**src/sv/wsg3_pkg.sv**
```systemverilog
// Shared types and constants of the three-voice wavetable sound generator.
// Used by every module of the block; depends on nothing else.
package wsg3_pkg;

	typedef enum logic [1:0] {
		OP_REG  = 2'd0,
		OP_WAVE = 2'd1,
		OP_TICK = 2'd2,
		OP_NONE = 2'd3
	} op_t;

	typedef struct packed {
		op_t        op;
		logic [7:0] addr;
		logic [3:0] data;
	} cmd_t;

	typedef struct packed {
		logic [3:0] voice_count;
		logic [9:0] mix_gain;
	} cfg_t;

	localparam int CFG_INDEX_W = 2;
	localparam logic [CFG_INDEX_W-1:0] CFG_VOICE_COUNT = 2'd0;
	localparam logic [CFG_INDEX_W-1:0] CFG_MIX_GAIN    = 2'd1;
	localparam logic [3:0] VOICE_COUNT_RESET = 4'd3;
	localparam logic [9:0] MIX_GAIN_RESET    = 10'd16;

	localparam int QUEUE_DEPTH = 4;
	localparam int REG_COUNT   = 32;
	localparam int WAVE_DEPTH  = 256;
	localparam int WAVE_LEN    = 32;

	localparam int REG_WAVE_SEL = 'h05;
	localparam int REG_FREQ_LO  = 'h10;
	localparam int REG_VOLUME   = 'h15;
	localparam int VOICE_STRIDE = 5;

	localparam logic [6:0] SAMPLE_MAX = 7'd127;
	localparam logic signed [4:0] WAVE_MID = 5'sd8;

	// ceil(2^16 / d), d = 1..15; exact quotient for dividends below 2^11
	localparam logic [16:0] RECIP [16] = '{
		17'd65536, 17'd65536, 17'd32768, 17'd21846,
		17'd16384, 17'd13108, 17'd10923, 17'd9363,
		17'd8192,  17'd7282,  17'd6554,  17'd5958,
		17'd5462,  17'd5042,  17'd4682,  17'd4370
	};

endpackage

```
**src/sv/wavetable_sound_generator_3voice_unit.sv**
```systemverilog
// Three-voice wavetable sound generator, top level.
// Holds the configuration registers and joins wsg3_front, wsg3_fifo and wsg3_back.
//
// Input items arrive on the s_ stream: s_tuser carries the operation (register
// write, wave write, tick), s_tdata the address and the nibble. Register and
// wave writes give no result; each tick gives one signed sample on the m_
// stream. An input item passes the input stage register and waits in a
// four-entry queue. The engine takes one write per cycle while idle. A tick
// walks the voices one per cycle through the wave memory read port, then
// mixes, applies multiply-by-reciprocal scaling and outputs; the engine
// takes no new item until the tick has been output.
// The result waits in an output register; while the receiver stalls, the
// queue keeps filling and s_tready falls once it is full.
// Reset clears the sound registers, the phases, the queue and the output, and
// sets voice_count to 3 and mix_gain to 16; the wave memory keeps its old contents until
// written. The cfg_ port is always ready; the user writes it only while idle (not checked).
module wavetable_sound_generator_3voice_unit #(
	parameter int VOICE_SLOTS       = 3,
	parameter int WAVE_SELECT_COUNT = 8
) (
	input  logic                             clk,
	input  logic                             arst_n,
	input  logic                             s_tvalid,
	output logic                             s_tready,
	input  logic [15:0]                      s_tdata,  // address [7:0], data [11:8], zero [15:12]
	input  logic [1:0]                       s_tuser,  // operation [1:0]
	output logic                             m_tvalid,
	input  logic                             m_tready,
	output logic [15:0]                      m_tdata,  // sample [15:0]
	input  logic                             cfg_valid,
	output logic                             cfg_ready,
	input  logic [wsg3_pkg::CFG_INDEX_W-1:0] cfg_index,
	input  logic [9:0]                       cfg_data
);
	import wsg3_pkg::*;

	cfg_t cfg_q;
	logic fq_valid;
	logic fq_ready;
	cmd_t fq_cmd;
	logic bq_valid;
	logic bq_ready;
	cmd_t bq_cmd;

	assign cfg_ready = 1'b1;

	always_ff @(posedge clk or negedge arst_n) begin
		if (!arst_n) begin
			cfg_q.voice_count <= VOICE_COUNT_RESET;
			cfg_q.mix_gain    <= MIX_GAIN_RESET;
		end else if (cfg_valid && cfg_ready) begin
			if (cfg_index == CFG_VOICE_COUNT) begin
				cfg_q.voice_count <= cfg_data[3:0];
			end else if (cfg_index == CFG_MIX_GAIN) begin
				cfg_q.mix_gain <= cfg_data;
			end
		end
	end

	wsg3_front u_front (
		.clk       (clk),
		.arst_n    (arst_n),
		.s_tvalid  (s_tvalid),
		.s_tready  (s_tready),
		.s_tdata   (s_tdata),
		.s_tuser   (s_tuser),
		.cmd_valid (fq_valid),
		.cmd_ready (fq_ready),
		.cmd       (fq_cmd)
	);

	wsg3_fifo u_fifo (
		.clk        (clk),
		.arst_n     (arst_n),
		.push_valid (fq_valid),
		.push_ready (fq_ready),
		.push_cmd   (fq_cmd),
		.pop_valid  (bq_valid),
		.pop_ready  (bq_ready),
		.pop_cmd    (bq_cmd)
	);

	wsg3_back #(
		.VOICE_SLOTS       (VOICE_SLOTS),
		.WAVE_SELECT_COUNT (WAVE_SELECT_COUNT)
	) u_back (
		.clk       (clk),
		.arst_n    (arst_n),
		.cfg       (cfg_q),
		.cmd_valid (bq_valid),
		.cmd_ready (bq_ready),
		.cmd       (bq_cmd),
		.m_tvalid  (m_tvalid),
		.m_tready  (m_tready),
		.m_tdata   (m_tdata)
	);

endmodule

```
**src/sv/wsg3_front.sv**
```systemverilog
// Input stage: takes items from the stream, drops unused operations,
// wraps register offsets and hands commands to the queue. Uses wsg3_pkg.
module wsg3_front (
	input  logic               clk,
	input  logic               arst_n,
	input  logic               s_tvalid,
	output logic               s_tready,
	input  logic [15:0]        s_tdata,  // address [7:0], data [11:8], zero [15:12]
	input  logic [1:0]         s_tuser,  // operation [1:0]
	output logic               cmd_valid,
	input  logic               cmd_ready,
	output wsg3_pkg::cmd_t     cmd
);
	import wsg3_pkg::*;

	logic valid_s1;
	cmd_t cmd_s1;
	op_t  op_in;

	assign op_in     = op_t'(s_tuser);
	assign s_tready  = !valid_s1 || cmd_ready;
	assign cmd_valid = valid_s1;
	assign cmd       = cmd_s1;

	always_ff @(posedge clk or negedge arst_n) begin
		if (!arst_n) begin
			valid_s1 <= 1'b0;
		end else if (s_tready) begin
			valid_s1 <= s_tvalid && (op_in != OP_NONE);
		end
	end

	always_ff @(posedge clk) begin
		if (s_tready && s_tvalid) begin
			cmd_s1.op   <= op_in;
			cmd_s1.addr <= (op_in == OP_REG) ? {3'd0, s_tdata[4:0]} : s_tdata[7:0];
			cmd_s1.data <= s_tdata[11:8];
		end
	end

endmodule

```
**src/sv/wsg3_fifo.sv**
```systemverilog
// Short command queue between the input stage and the engine.
// Uses wsg3_pkg for the command type and depth.
module wsg3_fifo (
	input  logic           clk,
	input  logic           arst_n,
	input  logic           push_valid,
	output logic           push_ready,
	input  wsg3_pkg::cmd_t push_cmd,
	output logic           pop_valid,
	input  logic           pop_ready,
	output wsg3_pkg::cmd_t pop_cmd
);
	import wsg3_pkg::*;

	localparam int PW = $clog2(QUEUE_DEPTH);

	cmd_t          slot_q [QUEUE_DEPTH];
	logic [PW-1:0] wr_ptr_q;
	logic [PW-1:0] rd_ptr_q;
	logic [PW:0]   count_q;
	logic          push;
	logic          pop;

	assign push_ready = (count_q != (PW+1)'(QUEUE_DEPTH));
	assign pop_valid  = (count_q != '0);
	assign pop_cmd    = slot_q[rd_ptr_q];
	assign push       = push_valid && push_ready;
	assign pop        = pop_valid && pop_ready;

	always_ff @(posedge clk or negedge arst_n) begin
		if (!arst_n) begin
			wr_ptr_q <= '0;
			rd_ptr_q <= '0;
			count_q  <= '0;
		end else begin
			if (push) begin
				wr_ptr_q <= wr_ptr_q + 1'b1;
			end
			if (pop) begin
				rd_ptr_q <= rd_ptr_q + 1'b1;
			end
			if (push && !pop) begin
				count_q <= count_q + 1'b1;
			end else if (pop && !push) begin
				count_q <= count_q - 1'b1;
			end
		end
	end

	always_ff @(posedge clk) begin
		if (push) begin
			slot_q[wr_ptr_q] <= push_cmd;
		end
	end

endmodule

```
**src/sv/wsg3_back.sv**
```systemverilog
// Engine: register file, wave memory, phase accumulators and the mixer.
// Walks the voices one per cycle on a tick, then scales and saturates. Uses wsg3_pkg.
module wsg3_back #(
	parameter int VOICE_SLOTS       = 3,
	parameter int WAVE_SELECT_COUNT = 8
) (
	input  logic           clk,
	input  logic           arst_n,
	input  wsg3_pkg::cfg_t cfg,
	input  logic           cmd_valid,
	output logic           cmd_ready,
	input  wsg3_pkg::cmd_t cmd,
	output logic           m_tvalid,
	input  logic           m_tready,
	output logic [15:0]    m_tdata   // sample [15:0]
);
	import wsg3_pkg::*;

	localparam int VW = (VOICE_SLOTS > 1) ? $clog2(VOICE_SLOTS) : 1;

	typedef enum logic [2:0] {
		S_IDLE,
		S_VOICE,
		S_DRAIN,
		S_MIX,
		S_SCALE,
		S_OUT
	} state_t;

	state_t      state_q;
	logic [VW-1:0] vidx_q;
	logic        out_valid_q;
	logic [15:0] out_q;

	logic [3:0]  regs_q [REG_COUNT];
	logic [3:0]  wave_mem [WAVE_DEPTH];
	logic [3:0]  wave_rd_q;
	logic [19:0] phase_q [VOICE_SLOTS];

	logic [19:0] v_freq [VOICE_SLOTS];
	logic [3:0]  v_vol  [VOICE_SLOTS];
	logic [2:0]  v_sel  [VOICE_SLOTS];
	logic [2:0]  sel_wrap [8];

	logic [3:0]  vc_eff;
	logic [19:0] cur_freq;
	logic [3:0]  cur_vol;
	logic [19:0] phase_next;
	logic        cur_active;
	logic [7:0]  rd_addr;
	logic        pop;

	logic               act_s1;
	logic [3:0]         vol_s1;
	logic signed [4:0]  smp;
	logic signed [4:0]  volx;
	logic signed [9:0]  prod;
	logic signed [9:0]  sum_q;

	logic [9:0]  mag;
	logic [10:0] lim;
	logic [10:0] mag_sat;
	logic        neg_q;
	logic [20:0] mix_q;
	logic [16:0] q_div;
	logic        sat_q;
	logic [27:0] quot_q;
	logic [6:0]  val;
	logic [15:0] mag16;

	for (genvar i = 0; i < 8; i++) begin : g_sel
		assign sel_wrap[i] = 3'(i % WAVE_SELECT_COUNT);
	end

	for (genvar v = 0; v < VOICE_SLOTS; v++) begin : g_voice
		localparam int B = v * VOICE_STRIDE;
		if (v == 0) begin : g_full
			assign v_freq[v] = {regs_q[REG_FREQ_LO+B+4], regs_q[REG_FREQ_LO+B+3],
				regs_q[REG_FREQ_LO+B+2], regs_q[REG_FREQ_LO+B+1], regs_q[REG_FREQ_LO]};
		end else begin : g_coarse
			assign v_freq[v] = {regs_q[REG_FREQ_LO+B+4], regs_q[REG_FREQ_LO+B+3],
				regs_q[REG_FREQ_LO+B+2], regs_q[REG_FREQ_LO+B+1], 4'h0};
		end
		assign v_vol[v] = regs_q[REG_VOLUME+B];
		assign v_sel[v] = sel_wrap[regs_q[REG_WAVE_SEL+B][2:0]];
	end

	assign vc_eff     = (cfg.voice_count == '0) ? 4'd1 : cfg.voice_count;
	assign cur_freq   = v_freq[vidx_q];
	assign cur_vol    = v_vol[vidx_q];
	assign phase_next = phase_q[vidx_q] + cur_freq;
	assign cur_active = (cur_vol != '0) && (cur_freq != '0) && (4'(vidx_q) < vc_eff);
	assign rd_addr    = {v_sel[vidx_q], phase_next[19:15]};
	assign cmd_ready  = (state_q == S_IDLE);
	assign pop        = cmd_valid && cmd_ready;

	assign m_tvalid = out_valid_q;
	assign m_tdata  = out_q;

	assign smp  = $signed({1'b0, wave_rd_q}) - WAVE_MID;
	assign volx = $signed({1'b0, vol_s1});
	assign prod = smp * volx;

	assign mag     = sum_q[9] ? 10'(-sum_q) : 10'(sum_q);
	assign lim     = {vc_eff - 4'd1, 7'h7F};
	assign mag_sat = ({1'b0, mag} > lim) ? lim : {1'b0, mag};
	assign q_div   = mix_q[20:4];
	assign val     = sat_q ? SAMPLE_MAX : quot_q[22:16];
	assign mag16   = {1'b0, val, 8'h00};

	always_ff @(posedge clk or negedge arst_n) begin
		if (!arst_n) begin
			state_q     <= S_IDLE;
			vidx_q      <= '0;
			out_valid_q <= 1'b0;
			out_q       <= '0;
		end else begin
			if (out_valid_q && m_tready && state_q != S_OUT) begin
				out_valid_q <= 1'b0;
			end
			unique case (state_q)
				S_IDLE: begin
					vidx_q <= '0;
					if (pop && cmd.op == OP_TICK) begin
						state_q <= S_VOICE;
					end
				end
				S_VOICE: begin
					if (vidx_q == VW'(VOICE_SLOTS - 1)) begin
						state_q <= S_DRAIN;
					end else begin
						vidx_q <= vidx_q + 1'b1;
					end
				end
				S_DRAIN: state_q <= S_MIX;
				S_MIX:   state_q <= S_SCALE;
				S_SCALE: state_q <= S_OUT;
				S_OUT: begin
					if (!out_valid_q || m_tready) begin
						out_valid_q <= 1'b1;
						out_q       <= neg_q ? (16'd0 - mag16) : mag16;
						state_q     <= S_IDLE;
					end
				end
				default: state_q <= S_IDLE;
			endcase
		end
	end

	always_ff @(posedge clk or negedge arst_n) begin
		if (!arst_n) begin
			for (int i = 0; i < REG_COUNT; i++) begin
				regs_q[i] <= '0;
			end
		end else if (pop && cmd.op == OP_REG) begin
			regs_q[cmd.addr[4:0]] <= cmd.data;
		end
	end

	always_ff @(posedge clk or negedge arst_n) begin
		if (!arst_n) begin
			for (int i = 0; i < VOICE_SLOTS; i++) begin
				phase_q[i] <= '0;
			end
		end else if (state_q == S_VOICE && cur_active) begin
			phase_q[vidx_q] <= phase_next;
		end
	end

	always_ff @(posedge clk) begin
		if (pop && cmd.op == OP_WAVE) begin
			wave_mem[cmd.addr] <= cmd.data;
		end
		if (state_q == S_VOICE) begin
			wave_rd_q <= wave_mem[rd_addr];
		end
	end

	always_ff @(posedge clk or negedge arst_n) begin
		if (!arst_n) begin
			act_s1 <= 1'b0;
			sum_q  <= '0;
		end else begin
			act_s1 <= (state_q == S_VOICE) && cur_active;
			if (pop && cmd.op == OP_TICK) begin
				sum_q <= '0;
			end else if (act_s1) begin
				sum_q <= sum_q + prod;
			end
		end
	end

	always_ff @(posedge clk) begin
		vol_s1 <= cur_vol;
		if (state_q == S_MIX) begin
			neg_q <= sum_q[9];
			mix_q <= {10'd0, mag_sat} * {11'd0, cfg.mix_gain};
		end
		if (state_q == S_SCALE) begin
			sat_q  <= (q_div >= {6'd0, vc_eff, 7'd0});
			quot_q <= {17'd0, q_div[10:0]} * {11'd0, RECIP[vc_eff]};
		end
	end

endmodule
```
**config.mk**
```make
export PLATFORM = sky130hd
export DESIGN_NAME = wavetable_sound_generator_3voice_unit
export DESIGN_NICKNAME = d
export VERILOG_FILES = /design/src/sv/wsg3_pkg.sv /design/src/sv/wavetable_sound_generator_3voice_unit.sv /design/src/sv/wsg3_front.sv /design/src/sv/wsg3_fifo.sv /design/src/sv/wsg3_back.sv
export SDC_FILE = /design/constraint.sdc
export NUM_CORES = 2
export LEC_CHECK = 0
export BUFFER_PORTS_ARGS = -buffer_cell sky130_fd_sc_hd__buf_2
export CAP_MARGIN = 20
export CORE_AREA = 3 3 319 321
export CTS_CLUSTER_DIAMETER = 40
export DETAILED_ROUTE_END_ITERATION = 10
export DIE_AREA = 0 0 322 324
export PLACE_DENSITY_LB_ADDON = 0.25
export SLEW_MARGIN = 20
export SYNTH_ARGS = -nofsm -noshare
export SYNTH_HDL_FRONTEND = slang
export SYNTH_SLANG_ARGS = --single-unit
export TNS_END_PERCENT = 50
```
**constraint.sdc**
```tcl
create_clock -name clk -period 24 [get_ports clk]
set_clock_uncertainty 0.1 [all_clocks]
set_input_delay 2.4 -clock clk [delete_from_list [all_inputs] [get_ports clk]]
set_output_delay 2.4 -clock clk [all_outputs]
set_load 0.005 [all_outputs]
```
==> out/qor.txt <==
Crit path arrival time = 9.86 ns
Final Hold Viols = 0
crit end category = register
GR Overflow Total = 0
Die ar. = 104,000 sq um
gr usage total = 30.2%
Seq/Total Area, Yosys = 59.7%
yosys warns = 0
Rows = 116
Synth top area share = 52.6%
ys async rst share = 13.8%
Pre-antenna DRT Iters = 6
cell-internal power = 6.66 mW
worst hold path class = reg2reg
setup TNS = 0 ns
largest net degree at the start of global routing = 204
Final Cycle Share = 39.5%
vias in the first global route = 42,405
Primary FF master, synth = edfxtp_1
NumNets Final = 5,714
initial core utilization = 64.5%
DRC Markers = 0
pins over their slew limit = 0
Sw Ratio = 42.1%
Peak VDD IR = 0.228 mV
beginning of the critical path = u_back.sum_q[0]$_DFFE_PN0P_
Yosys reg bits = 1,308
commonest non-fill, non-tap cell in the layout = edfxtp_1
nature of the critical path startpoint = register
worst slew pin tran = 1.16 ns
Netlist cell types = 81
Post-synth EDFFs = 1,124
Vias/cell = 6.29
initial antenna violation count = 2
most used cell, CP = inv_1
Logic pwr share = 50.4%
Req. time, crit path = 24.39 ns
Core Area = 99,600 sq um
pre-CTS WS = 14.69 ns
Reg2Reg Launch Point = u_back.sum_q[0]$_DFFE_PN0P_
CTS Buf Count = 158
CP max stage delay = 0.97 ns
CTS tree = built
Max Fanout on Critical Path = 10
sequential power share = 28.5%
H-tree depth = 4
Final ANT Viol Nets = 0
cell at the slowest stage of the critical path = a21oi_1
pwr dens = 162 nW/um^2
Metal-1 WL = 59,100 um
worst r2r dst = u_back.mix_q[20]$_DFFE_PN_
FF-to-FF path depth = 32
NetSw = 4.84 mW
Post-CTS Setup Bufs = 0
routability cong. = 0.874
Worst Path Buf+Inv = 6
WL met2 = 75,100 um
I/O Buffers = 40
Synth area leader = edfxtp_1
Netlist Area Pre-Place = 64,200 sq um
clock root buffer = clkbuf_16
Layout fillers = 6,631
R2R setup slack = 14.53 ns
Worst-path clk slew = 0.06 ns
leak pwr = 26.5 nW
most frequent cells in the layout = edfxtp_1, nand2_1, nand3_1, nor2_1, inv_1
share of cells above drive strength 1 = 10.1%
First DRT Iteration DRCs = 5,328
post-synthesis cell count = 5,352
unrepaired setup endpoints after global routing = false
Final Setup Violations = 0
routed length per instance = 23.1 um
met3 wire length = 15,000 um
die width = 322 um
vias post-DR = 42,395
Critical Path Sink = u_back.mix_q[20]$_DFFE_PN_
first-pass GRT wire length = 241,000 um
critical path depth = 32
kind of critical path = reg2reg
number of top-level pins = 54
Tot Pwr = 11.5 mW
syn_area_per_cell = 12.0 sq um
Routed WL = 156,000 um
worst rel slew slack = 22.8%
Clk pwr share = 21.1%
Clock Latency Late Sink = 0.77 ns
DIE HEIGHT = 324 um
area delta synth->final = 10.4%
CTS sink cnt = 1,308
hold buffers post-CTS = 0
Post-DP HPWL = 93,900 um
Synth area leaders = edfxtp_1, dfrtp_1, fa_1
Final min period = 9.47 ns
DR top layer = met5
CP delay by family, top = adder cells
status = complete, no violations
Max-cap violations = 0
CTS resizes = 0
final worst slack = 14.53 ns
FMAX = 0.106 GHz
deepest clock path buffer count = 3
-- how the worst min path moves through the flow --
stage	from	depth (start not counted)	end
2_1_floorplan	u_front.cmd[0]$_DFFE_PP_	0	u_fifo.slot_q[0][0]$_DFFE_PP_
3_3_place_gp	u_back.m_tdata[11]$_DFFE_PN0P_	2	u_back.m_tdata[11]$_DFFE_PN0P_
3_5_place_dp	u_back.m_tdata[8]$_DFFE_PN0P_	2	u_back.m_tdata[8]$_DFFE_PN0P_
4_1_cts	u_back.m_tdata[10]$_DFFE_PN0P_	2	u_back.m_tdata[10]$_DFFE_PN0P_
5_1_grt	u_back.m_tdata[13]$_DFFE_PN0P_	2	u_back.m_tdata[13]$_DFFE_PN0P_
6_report	u_back.m_tdata[10]$_DFFE_PN0P_	2	u_back.m_tdata[10]$_DFFE_PN0P_
-- synthesized netlist by cell type (53+ instances only) --
cell type and number:
nand3_1 493, clkbuf_1 187, edfxtp_1 1124, buf_2 80, o211ai_1 53, fa_1 214
dfrtp_1 177, inv_1 230, a21oi_1 105, mux2i_1 174, nand2_1 1006, and2_1 144
nor2_1 388, ha_1 154, o21ai_0 95, mux2_2 138
-- routing by layer --
layer | vias to the layer above | track usage, %
met2 | 2255 | 49.6
li1 | 18842 | -
met5 | - | 0
met3 | 400 | 5.59
met4 | 2 | 12.5
met1 | 20896 | 40.2
-- cells by family (layout without fill, tap and decap cells) --
kind of cell	after synthesis	count (layout)	synth area share (%)
AOI/OAI and AO/OA	488	488	5.05
buffers and inverters	555	628	3.49
adders and majority gates	369	369	9.69
xor gates and xnor gates	75	75	1.04
other	2	21	0.0117
DFF	1308	1308	59.7
and+or+nand+nor	2227	2227	15.3
muxes	328	328	5.70
-- worst min-delay path: cells and delay by family (launching register included) --
family | cells | cell delay [ns]
flip-flops | 1 | 0.33
AND/OR/NAND/NOR | 1 | 0.04
AO/OA/AOI/OAI | 1 | 0.06
-- state kept, by name, indices dropped and copies added, names as in the netlist, 8 cells and up --
| register | flops |
|---|---|
| u_back.wave_mem | 1024 |
| u_back.regs_q | 73 |
| u_back.phase_q | 60 |
| u_fifo.slot_q | 56 |
| u_back.mix_q | 17 |
| cfg_q | 14 |
| u_front.cmd | 14 |
| u_back.sum_q | 10 |
| u_back.m_tdata | 8 |
-- stage by stage --
step	area, sq um	util, %	std cells	hold slack, ns
floorplan	64300	-	5369	0.359
global placement	65400	65.7	6448	0.356
detailed placement	65400	65.7	6448	0.365
CTS	70800	71.1	6739	0.379
global route	70800	71.1	6740	0.404
finish	70800	71.1	6742	0.375
-- power groups by stage --
| stage | combinational [mW] | clock [mW] | sequential [mW] |
|---|---|---|---|
| 5_1_grt | 6.46 | 2.54 | 3.30 |
| 6_report | 5.80 | 2.42 | 3.28 |
| 4_1_cts | 5.80 | 2.44 | 3.28 |
| 3_3_place_gp | 5.54 | 0 | 3.31 |
| 2_1_floorplan | 4.18 | 0 | 3.32 |
| 3_5_place_dp | 5.73 | 0 | 3.32 |
-- final cells by class --
type	instances	area (sq um)	share of cell area (%)
repair buffers	106	782	1.10
well taps	1298	1620	2.29
inverters	231	867	1.22
multi-input cells	3506	23800	33.6
diodes	2	5.00	0.00707
flip-flops and latches	1308	38300	54.1
clock buffers	184	4200	5.93
clock inverters	107	1200	1.69
(Power assumes the default switching activity.)
